**src/sv/fh64_pkg.sv**
```systemverilog
// ============================================================================
// fh64_pkg: shared types and constants for the fasthash64 stream block
// Holds the hash constants, the queue item and status structs and the mix
// helper functions.
// ============================================================================
package fh64_pkg;

    localparam logic [63:0] FH_MUL     = 64'h8803_55f2_1e6d_1965;
    localparam logic [63:0] FH_MIX_MUL = 64'h2127_599b_f432_5c37;
    localparam int          SHIFT_A    = 23;
    localparam int          SHIFT_B    = 47;
    localparam int          WORD_BYTES = 8;
    localparam logic [16:0] COUNT_MAX  = 17'h1_FFFF;

    // configuration register indexes
    localparam logic [7:0]  REG_HASH_SEED      = 8'd0;
    localparam logic [7:0]  REG_MESSAGE_LENGTH = 8'd1;

    // one classified word, as queued between front and back
    typedef struct packed {
        logic [63:0] word;     // masked to the valid bytes
        logic [3:0]  nbytes;   // clamped to 0..8
        logic        last;
    } fh64_item_t;

    // back-end status seen by the top level
    typedef struct packed {
        logic mul_start;
        logic mul_busy;
        logic mul_done;
        logic in_msg;
    } fh64_status_t;

    function automatic logic [63:0] mix_pre(input logic [63:0] x);
        return x ^ (x >> SHIFT_A);
    endfunction

    function automatic logic [63:0] mix_post(input logic [63:0] x);
        return x ^ (x >> SHIFT_B);
    endfunction

endpackage

```
**src/sv/fh64_front.sv**
```systemverilog
// ============================================================================
// fh64_front: input side
// Takes stream transfers, clamps the byte count and masks unused bytes.
// ============================================================================
module fh64_front (
    input  logic                s_tvalid,
    output logic                s_tready,
    input  logic [71:0]         s_tdata,
    input  logic                s_tlast,
    input  logic                q_ready,
    output logic                q_push,
    output fh64_pkg::fh64_item_t q_item
);
    import fh64_pkg::*;

    logic [3:0]  nb;
    logic [63:0] masked;

    always_comb
    begin
        nb = (s_tdata[67:64] > 4'(WORD_BYTES)) ? 4'(WORD_BYTES) : s_tdata[67:64];
        for (int i = 0; i < WORD_BYTES; i++)
        begin
            masked[i*8 +: 8] = (4'(i) < nb) ? s_tdata[i*8 +: 8] : 8'h00;
        end
    end

    assign s_tready      = q_ready;
    assign q_push        = s_tvalid && q_ready;
    assign q_item.word   = masked;
    assign q_item.nbytes = nb;
    assign q_item.last   = s_tlast;

endmodule

```
**src/sv/fh64_queue.sv**
```systemverilog
// ============================================================================
// fh64_queue: two-entry item queue
// Decouples the input side from the hash engine.
// ============================================================================
module fh64_queue (
    input  logic                 clk,
    input  logic                 rst_n,
    input  logic                 push,
    input  fh64_pkg::fh64_item_t push_item,
    output logic                 in_ready,
    input  logic                 pop,
    output logic                 out_valid,
    output fh64_pkg::fh64_item_t out_item
);
    import fh64_pkg::*;

    fh64_item_t  buf_reg [2];
    logic        wr_ptr_reg, wr_ptr_next;
    logic        rd_ptr_reg, rd_ptr_next;
    logic [1:0]  count_reg, count_next;

    assign in_ready  = (count_reg != 2'd2);
    assign out_valid = (count_reg != 2'd0);
    assign out_item  = buf_reg[rd_ptr_reg];

    always_comb
    begin
        wr_ptr_next = push ? ~wr_ptr_reg : wr_ptr_reg;
        rd_ptr_next = pop ? ~rd_ptr_reg : rd_ptr_reg;
        count_next  = count_reg + 2'(push) - 2'(pop);
    end

    always_ff @(posedge clk or negedge rst_n)
    begin
        if (!rst_n)
        begin
            wr_ptr_reg <= 1'b0;
            rd_ptr_reg <= 1'b0;
            count_reg  <= 2'd0;
        end
        else
        begin
            wr_ptr_reg <= wr_ptr_next;
            rd_ptr_reg <= rd_ptr_next;
            count_reg  <= count_next;
        end
    end

    always_ff @(posedge clk)
    begin
        if (push)
        begin
            buf_reg[wr_ptr_reg] <= push_item;
        end
    end

endmodule

```
**src/sv/fh64_mul.sv**
```systemverilog
// ============================================================================
// fh64_mul: iterative 64x64 multiplier, low 64 bits of the product
// One 32x32 multiplier, three partial products, registered between steps.
// ============================================================================
module fh64_mul (
    input  logic        clk,
    input  logic        rst_n,
    input  logic        start,
    input  logic [63:0] a,
    input  logic [63:0] b,
    output logic        busy,
    output logic        done,
    output logic [63:0] result
);
    logic [63:0] a_reg, b_reg;
    logic [63:0] pr_reg, pr_next;
    logic [63:0] acc_reg, acc_next;
    logic [1:0]  phase_reg, phase_next;
    logic        busy_reg, busy_next;
    logic        done_reg, done_next;
    logic [31:0] op_a, op_b;

    // phase 0: lo*lo, phase 1: hi*lo, phase 2: lo*hi, phase 3: last add
    always_comb
    begin
        op_a       = (phase_reg == 2'd1) ? a_reg[63:32] : a_reg[31:0];
        op_b       = (phase_reg == 2'd2) ? b_reg[63:32] : b_reg[31:0];
        pr_next    = 64'(op_a) * 64'(op_b);
        acc_next   = acc_reg;
        phase_next = phase_reg;
        busy_next  = busy_reg;
        done_next  = 1'b0;
        if (start)
        begin
            phase_next = 2'd0;
            busy_next  = 1'b1;
        end
        else if (busy_reg)
        begin
            phase_next = phase_reg + 2'd1;
            if (phase_reg == 2'd1)
            begin
                acc_next = pr_reg;
            end
            else if (phase_reg != 2'd0)
            begin
                acc_next = acc_reg + {pr_reg[31:0], 32'h0};
            end
            if (phase_reg == 2'd3)
            begin
                busy_next = 1'b0;
                done_next = 1'b1;
            end
        end
    end

    always_ff @(posedge clk or negedge rst_n)
    begin
        if (!rst_n)
        begin
            phase_reg <= 2'd0;
            busy_reg  <= 1'b0;
            done_reg  <= 1'b0;
        end
        else
        begin
            phase_reg <= phase_next;
            busy_reg  <= busy_next;
            done_reg  <= done_next;
        end
    end

    always_ff @(posedge clk)
    begin
        if (start)
        begin
            a_reg <= a;
            b_reg <= b;
        end
        pr_reg  <= pr_next;
        acc_reg <= acc_next;
    end

    assign busy   = busy_reg;
    assign done   = done_reg;
    assign result = acc_reg;

endmodule

```
**src/sv/fh64_back.sv**
```systemverilog
// ============================================================================
// fh64_back: hash engine
// Sequences init, mix, fold and finalize over the shared multiplier and
// holds the result in an output register.
// ============================================================================
module fh64_back (
    input  logic                   clk,
    input  logic                   rst_n,
    input  logic                   q_valid,
    input  fh64_pkg::fh64_item_t   q_item,
    output logic                   q_pop,
    input  logic [63:0]            hash_seed,
    input  logic [15:0]            message_length,
    output logic                   m_tvalid,
    input  logic                   m_tready,
    output logic [63:0]            m_tdata,
    output logic                   m_tuser,
    output fh64_pkg::fh64_status_t status
);
    import fh64_pkg::*;

    typedef enum logic [5:0] {
        S_IDLE = 6'b000001,
        S_INIT = 6'b000010,
        S_MIX  = 6'b000100,
        S_FOLD = 6'b001000,
        S_FIN  = 6'b010000,
        S_OUT  = 6'b100000
    } state_t;

    state_t      state_reg, state_next;
    fh64_item_t  item_reg, item_next;
    logic [63:0] acc_reg, acc_next;
    logic [16:0] bytes_reg, bytes_next;
    logic        in_msg_reg, in_msg_next;
    logic [63:0] hash_reg, hash_next;
    logic        err_reg, err_next;
    logic        out_valid_reg, out_valid_next;
    logic [63:0] out_hash_reg, out_hash_next;
    logic        out_err_reg, out_err_next;
    logic [17:0] bytes_sum;

    logic        mul_start, mul_busy, mul_done;
    logic [63:0] mul_a, mul_b, mul_result;

    // where a word goes once the accumulator is set up
    function automatic state_t route(input fh64_item_t it);
        if (it.nbytes != 4'd0)
        begin
            return S_MIX;
        end
        else if (it.last)
        begin
            return S_FIN;
        end
        return S_IDLE;
    endfunction

    always_comb
    begin
        state_next     = state_reg;
        item_next      = item_reg;
        acc_next       = acc_reg;
        bytes_next     = bytes_reg;
        in_msg_next    = in_msg_reg;
        hash_next      = hash_reg;
        err_next       = err_reg;
        out_valid_next = out_valid_reg;
        out_hash_next  = out_hash_reg;
        out_err_next   = out_err_reg;
        q_pop          = 1'b0;
        bytes_sum      = {1'b0, bytes_reg} + 18'(item_reg.nbytes);

        if (out_valid_reg && m_tready)
        begin
            out_valid_next = 1'b0;
        end

        unique case (state_reg)
            S_IDLE:
            begin
                if (q_valid)
                begin
                    q_pop     = 1'b1;
                    item_next = q_item;
                    if (!in_msg_reg)
                    begin
                        state_next = S_INIT;
                        bytes_next = '0;
                    end
                    else
                    begin
                        state_next = route(q_item);
                    end
                end
            end
            S_INIT:
            begin
                if (mul_done)
                begin
                    acc_next    = hash_seed ^ mul_result;
                    in_msg_next = 1'b1;
                    state_next  = route(item_reg);
                end
            end
            S_MIX:
            begin
                if (mul_done)
                begin
                    acc_next   = acc_reg ^ mix_post(mul_result);
                    state_next = S_FOLD;
                end
            end
            S_FOLD:
            begin
                if (mul_done)
                begin
                    acc_next   = mul_result;
                    bytes_next = bytes_sum[17] ? COUNT_MAX : bytes_sum[16:0];
                    state_next = item_reg.last ? S_FIN : S_IDLE;
                end
            end
            S_FIN:
            begin
                if (mul_done)
                begin
                    hash_next   = mix_post(mul_result);
                    err_next    = ({1'b0, message_length} != bytes_reg);
                    in_msg_next = 1'b0;
                    state_next  = S_OUT;
                end
            end
            S_OUT:
            begin
                if (!out_valid_reg || m_tready)
                begin
                    out_valid_next = 1'b1;
                    out_hash_next  = hash_reg;
                    out_err_next   = err_reg;
                    state_next     = S_IDLE;
                end
            end
            default:
            begin
                state_next = S_IDLE;
            end
        endcase

        // launch a multiply on entry to each arithmetic state
        mul_start = (state_next != state_reg) &&
                    (state_next == S_INIT || state_next == S_MIX ||
                     state_next == S_FOLD || state_next == S_FIN);
        unique case (state_next)
            S_INIT:
            begin
                mul_a = {48'h0, message_length};
                mul_b = FH_MUL;
            end
            S_MIX:
            begin
                mul_a = mix_pre(item_next.word);
                mul_b = FH_MIX_MUL;
            end
            S_FIN:
            begin
                mul_a = mix_pre(acc_next);
                mul_b = FH_MIX_MUL;
            end
            default:
            begin
                mul_a = acc_next;
                mul_b = FH_MUL;
            end
        endcase
    end

    fh64_mul u_mul (
        .clk    (clk),
        .rst_n  (rst_n),
        .start  (mul_start),
        .a      (mul_a),
        .b      (mul_b),
        .busy   (mul_busy),
        .done   (mul_done),
        .result (mul_result)
    );

    always_ff @(posedge clk or negedge rst_n)
    begin
        if (!rst_n)
        begin
            state_reg     <= S_IDLE;
            acc_reg       <= '0;
            bytes_reg     <= '0;
            in_msg_reg    <= 1'b0;
            out_valid_reg <= 1'b0;
        end
        else
        begin
            state_reg     <= state_next;
            acc_reg       <= acc_next;
            bytes_reg     <= bytes_next;
            in_msg_reg    <= in_msg_next;
            out_valid_reg <= out_valid_next;
        end
    end

    always_ff @(posedge clk)
    begin
        item_reg     <= item_next;
        hash_reg     <= hash_next;
        err_reg      <= err_next;
        out_hash_reg <= out_hash_next;
        out_err_reg  <= out_err_next;
    end

    assign m_tvalid         = out_valid_reg;
    assign m_tdata          = out_hash_reg;
    assign m_tuser          = out_err_reg;
    assign status.mul_start = mul_start;
    assign status.mul_busy  = mul_busy;
    assign status.mul_done  = mul_done;
    assign status.in_msg    = in_msg_reg;

endmodule

```
**src/sv/fasthash64_stream_top.sv**
```systemverilog
// ============================================================================
// fasthash64_stream_top: streaming fasthash64 of a byte message
// Top level with the configuration registers, input side, queue and engine.
// ============================================================================
// Hashes a message delivered as 64-bit words of up to eight little-endian
// bytes and returns one 64-bit fasthash64 result per message, on the word
// marked with tlast, together with a flag that is set when the bytes delivered
// differ from message_length. All 64x64 products go through one shared 32x32
// multiplier in three partial-product steps, and that unit sets the rate: a
// word with data is pulled from the queue, then takes a mix multiply and a
// fold multiply; the first word of a message adds the seed/length setup
// multiply, and the last word adds the final mix multiply and the hand-off to
// the output register. An empty word needs no mix or fold multiply. The
// engine takes one word at a time. A two-entry queue sits between
// the input side and the engine, and the output register lets the engine move
// on while a result waits to be taken. hash_seed and message_length are taken
// on the first word; message_length is compared again at the last word.
// Write configuration only while no message work is outstanding.
// ============================================================================
module fasthash64_stream_top (
    input  logic        clk,
    input  logic        rst_n,
    // input words
    input  logic        s_tvalid,
    output logic        s_tready,
    input  logic [71:0] s_tdata,    // [63:0] data_word, [67:64] word_bytes, [71:68] zero
    input  logic        s_tlast,    // last_word
    // results
    output logic        m_tvalid,
    input  logic        m_tready,
    output logic [63:0] m_tdata,    // [63:0] hash_value
    output logic        m_tuser,    // [0] length_error
    // configuration writes
    input  logic        cfg_valid,
    output logic        cfg_ready,
    input  logic [7:0]  cfg_index,
    input  logic [63:0] cfg_data
);
    import fh64_pkg::*;

    logic [63:0]  hash_seed_reg, hash_seed_next;
    logic [15:0]  msg_len_reg, msg_len_next;

    logic         q_push, q_in_ready, q_pop, q_out_valid;
    fh64_item_t   push_item, head_item;
    fh64_status_t status;

    // configuration is always taken; unknown indexes are dropped
    assign cfg_ready = 1'b1;

    always_comb
    begin
        hash_seed_next = hash_seed_reg;
        msg_len_next   = msg_len_reg;
        if (cfg_valid && cfg_ready)
        begin
            unique case (cfg_index)
                REG_HASH_SEED:
                begin
                    hash_seed_next = cfg_data;
                end
                REG_MESSAGE_LENGTH:
                begin
                    msg_len_next = cfg_data[15:0];
                end
                default:
                begin
                    hash_seed_next = hash_seed_reg;
                end
            endcase
        end
    end

    always_ff @(posedge clk or negedge rst_n)
    begin
        if (!rst_n)
        begin
            hash_seed_reg <= '0;
            msg_len_reg   <= '0;
        end
        else
        begin
            hash_seed_reg <= hash_seed_next;
            msg_len_reg   <= msg_len_next;
        end
    end

    // input side: clamp byte count, mask unused bytes
    fh64_front u_front (
        .s_tvalid (s_tvalid),
        .s_tready (s_tready),
        .s_tdata  (s_tdata),
        .s_tlast  (s_tlast),
        .q_ready  (q_in_ready),
        .q_push   (q_push),
        .q_item   (push_item)
    );

    // short queue so input and engine stall independently
    fh64_queue u_queue (
        .clk       (clk),
        .rst_n     (rst_n),
        .push      (q_push),
        .push_item (push_item),
        .in_ready  (q_in_ready),
        .pop       (q_pop),
        .out_valid (q_out_valid),
        .out_item  (head_item)
    );

    // hash engine with shared multiplier and output register
    fh64_back u_back (
        .clk            (clk),
        .rst_n          (rst_n),
        .q_valid        (q_out_valid),
        .q_item         (head_item),
        .q_pop          (q_pop),
        .hash_seed      (hash_seed_reg),
        .message_length (msg_len_reg),
        .m_tvalid       (m_tvalid),
        .m_tready       (m_tready),
        .m_tdata        (m_tdata),
        .m_tuser        (m_tuser),
        .status         (status)
    );

    // the multiplier is never restarted while a product is in flight
    a_mul_no_overlap: assert property (@(posedge clk) disable iff (!rst_n)
        status.mul_start |-> !status.mul_busy)
        else $error("multiply started while busy");

    // a running multiply ends only through its done pulse
    a_mul_finishes: assert property (@(posedge clk) disable iff (!rst_n)
        status.mul_busy |=> (status.mul_busy || status.mul_done))
        else $error("multiply dropped without done");

    // a result appears only once its message is closed
    a_result_closes_msg: assert property (@(posedge clk) disable iff (!rst_n)
        $rose(m_tvalid) |-> !status.in_msg)
        else $error("result shown while message still open");

endmodule

```
**config.mk**
```make
export PLATFORM = sky130hd
export DESIGN_NAME = fasthash64_stream_top
export DESIGN_NICKNAME = d
export VERILOG_FILES = /design/src/sv/fh64_pkg.sv /design/src/sv/fh64_front.sv /design/src/sv/fh64_queue.sv /design/src/sv/fh64_mul.sv /design/src/sv/fh64_back.sv /design/src/sv/fasthash64_stream_top.sv
export SDC_FILE = /design/constraint.sdc
export NUM_CORES = 2
export LEC_CHECK = 0
export BUFFER_PORTS_ARGS = -buffer_cell sky130_fd_sc_hd__buf_2
export CAP_MARGIN = 20
export CORE_UTILIZATION = 40
export CTS_BUF_LIST = sky130_fd_sc_hd__clkbuf_4 sky130_fd_sc_hd__clkbuf_8
export CTS_CLUSTER_SIZE = 16
export DETAILED_ROUTE_END_ITERATION = 10
export GPL_ROUTABILITY_DRIVEN = 0
export PLACE_DENSITY = 0.68
export SYNTH_ARGS = -nofsm -noshare
export SYNTH_HDL_FRONTEND = slang
export SYNTH_SLANG_ARGS = --single-unit
export TNS_END_PERCENT = 5
```
**constraint.sdc**
```tcl
create_clock -name clk -period 21.4 [get_ports clk]
set_input_delay 5.35 -clock clk [delete_from_list [all_inputs] [get_ports clk]]
set_output_delay 5.35 -clock clk [all_outputs]
set_load 0.005 [all_outputs]
```
==> flow_metrics.env <==
export IMPL_status="completed"
export IMPL_core_area_mm2=0.146
export IMPL_synth_main_ff_cell="edfxtp_1"
export IMPL_setup_viol=0
export IMPL_antenna_left=0
export IMPL_io_pins=218
export IMPL_postCtsSetupBuffers=0
export IMPL_synth_area_mm2=0.0586
export IMPL_cts_inserted_buffers=105
export IMPL_grt_max_degree=108
export IMPL_max_freq_mhz=92.0
export IMPL_maxCapViolCount=0
export IMPL_row_count=140
export IMPL_final_hold_viol_count=0
export IMPL_ctsHtreeMaxLevel=3
export IMPL_fin_skew_ps=48.9
export IMPL_cpMaxStageDelayCell="mux2i_1"
export IMPL_setup_tns_final_ps=0
export IMPL_r2r_cells=28
export IMPL_synth_common_cells="inv_1 (1078), fa_1 (766), ha_1 (422), edfxtp_1 (403), nand2_1 (373)"
export IMPL_drtPass1Iterations=8
export IMPL_ys_ff_latch=708
export IMPL_grt_pass1_wl_um=271000
export IMPL_die_x_um=385
export IMPL_crit_top_cell="fa_1"
export IMPL_synth_top_cell_area_share_pct=26.2
export IMPL_slew_violations=0
export IMPL_cpPeakStageDelay_ps=760
export IMPL_seq_area_frac_synth_pct=32.6
export IMPL_initial_utilization_pct=40.3
export IMPL_nets=7042
export IMPL_crit_required_ps=22070
export IMPL_port_buffers=212
export IMPL_clock_path_buffers=3
export IMPL_area_growth_pct=9.87
export IMPL_cp_startpoint="u_back.u_mul.phase_reg[1]$_DFFE_PN0P_"
export IMPL_synth_most_common_cell="inv_1"
export IMPL_synth_area_leader_cell="fa_1"
export IMPL_detail_route_wirelength_um=183000
export IMPL_hold_buffers=0
export IMPL_vias_per_cell=5.45
export IMPL_hp_class="reg2reg"
export IMPL_dieArea_mm2=0.148
export IMPL_final_layout_size_suffix_gt1_share_pct=10.6
export IMPL_critPathLaunchType="flop"
export IMPL_grt_ovfl_total=0
export IMPL_fillCellCount=13500
export IMPL_period_share_pct=50.8
export IMPL_num_vias=42100
export IMPL_wire_per_inst_um=23.7
export IMPL_synth_area_per_cell_um2=10.7
export IMPL_cts_root_buffer="clkbuf_8"
export IMPL_drt_iter0_drc=4946
export IMPL_die_h_um=385
export IMPL_end_kind="flop"
export IMPL_ys_types=77
export IMPL_clock_sinks=708
export IMPL_grt_pass1_vias=43200
export IMPL_grt_antenna_before_repair=30
export IMPL_rsz0062_at_grt="no"
export IMPL_synthArstFlopShare_pct=25.0
export IMPL_period_needed_ps=10880
export IMPL_ys_warn_count=0
export IMPL_grtUsageTotal_pct=24.8
export IMPL_worst_path_max_fanout=42
export IMPL_reg2reg_slack_ps=10520
export IMPL_cts_tree="done"
export IMPL_synth_nets=6834
export IMPL_timing_rr_end="u_back.u_mul.pr_reg[62]$_DFF_P_"
export IMPL_path_clk_slew_ps=70
export IMPL_synth_edf_count=403
export IMPL_drc=0
export IMPL_max_slew_worst_pin_slew_ps=1250
export IMPL_clk_latency_ps=760
export IMPL_crit_path_end="u_back.u_mul.pr_reg[62]$_DFF_P_"
export IMPL_syn_inst=5496
export IMPL_slew_headroom_pct=16.8
export IMPL_reg2reg_from="u_back.u_mul.phase_reg[1]$_DFFE_PN0P_"
export IMPL_critPathArrivalTime_ps=11540
export IMPL_post_cts_resized=0
export IMPL_hpwl_um=148000
export IMPL_path_class="reg2reg"
export IMPL_synth_area_leaders="fa_1 (26%), edfxtp_1 (21%), ha_1 (9.0%)"
export IMPL_largest_reg_flops=138
## per-stage QoR
stage / hold WS (ps) / area, um^2 / instances / utilization [%] / setup WS [ps]
finish: 409 / 64400 / 7717 / 44.2 / 10520
global route: 398 / 64400 / 7715 / 44.2 / 10120
CTS: 395 / 64400 / 7712 / 44.2 / 10750
detailed placement: 405 / 62000 / 7512 / 42.6 / 10810
global placement: 404 / 62000 / 7512 / 42.6 / 10950
floorplan: 400 / 58600 / 5496 / - / 10300
## layout by cell type, fill, tap and decap left out, drive strengths merged, types with 59 or more instances in the layout
cell type / count
mux2: 90
dfrtp: 176
mux2i: 102
inv: 1082
o21ai: 305
buf: 283
nand2: 374
ha: 422
edfxtp: 403
nor2: 350
nand3: 82
xor2: 139
a21oi: 195
xnor2: 114
dfxtp: 128
nor2b: 71
and2: 59
fa: 766
clkbuf: 167
## worst min path at each step
stage / from / endpoint / slack, ps / cells after the start
floorplan: u_back.hash_reg[0]$_DFFE_PP_ / u_back.m_tdata[0]$_DFFE_PP_ / 400 / 0
CTS: u_back.hash_reg[2]$_DFFE_PP_ / u_back.m_tdata[2]$_DFFE_PP_ / 390 / 0
global route: u_back.hash_reg[2]$_DFFE_PP_ / u_back.m_tdata[2]$_DFFE_PP_ / 400 / 0
finish: u_back.hash_reg[2]$_DFFE_PP_ / u_back.m_tdata[2]$_DFFE_PP_ / 410 / 0
detailed placement: u_back.hash_reg[11]$_DFFE_PP_ / u_back.m_tdata[11]$_DFFE_PP_ / 400 / 0
global placement: u_back.hash_reg[46]$_DFFE_PP_ / u_back.m_tdata[46]$_DFFE_PP_ / 400 / 0
## logic make-up (layout without fill, tap and decap cells)
| logic type | after synthesis | count (layout) | share of synthesized area [%] |
|---|---|---|---|
| buf+inv | 1279 | 1580 | 8.29 |
| flops | 708 | 708 | 32.6 |
| mux | 192 | 192 | 3.47 |
| fa+ha+maj | 1188 | 1188 | 35.2 |
| compound gates | 820 | 820 | 8.65 |
| xor+xnor | 253 | 253 | 3.78 |
| simple gates | 1055 | 1055 | 8.04 |
| other cells | 1 | 4 | 0.00640 |
## metal layers
metal	part of all wire [%]	GRT usage [%]	vias up
li1	-	-	18200
met1	39	32.8	20800
met2	42	36.3	2440
met3	12	7.22	552
met4	6.8	14.4	30
met5	0.089	0	-
## final cells by class
cell class                 instances  area, um^2  share of cell area [%]
timing repair buffer             286        1620                    2.52
sequential                       708       19100                    29.7
inverter                        1094        4110                    6.38
multi-input combinational       3509       34800                    54.0
tap                             1917        2400                    3.73
clock buffer                     164        2010                    3.13
clock inverter                    36         364                   0.566
antenna                            3        7.51                  0.0117
## critical path: cells and delay by family (launching register included)
family,cells,cell delay (ps)
compound gates,6,1740
flops,1,430
fa+ha+maj,10,5060
xor+xnor,1,160
simple gates,4,1080
buf+inv,6,1560
mux,1,760
Power is left out: the tool's default activity adds up to more than one toggle a clock period on the data nets, which glitch-free logic cannot reach.
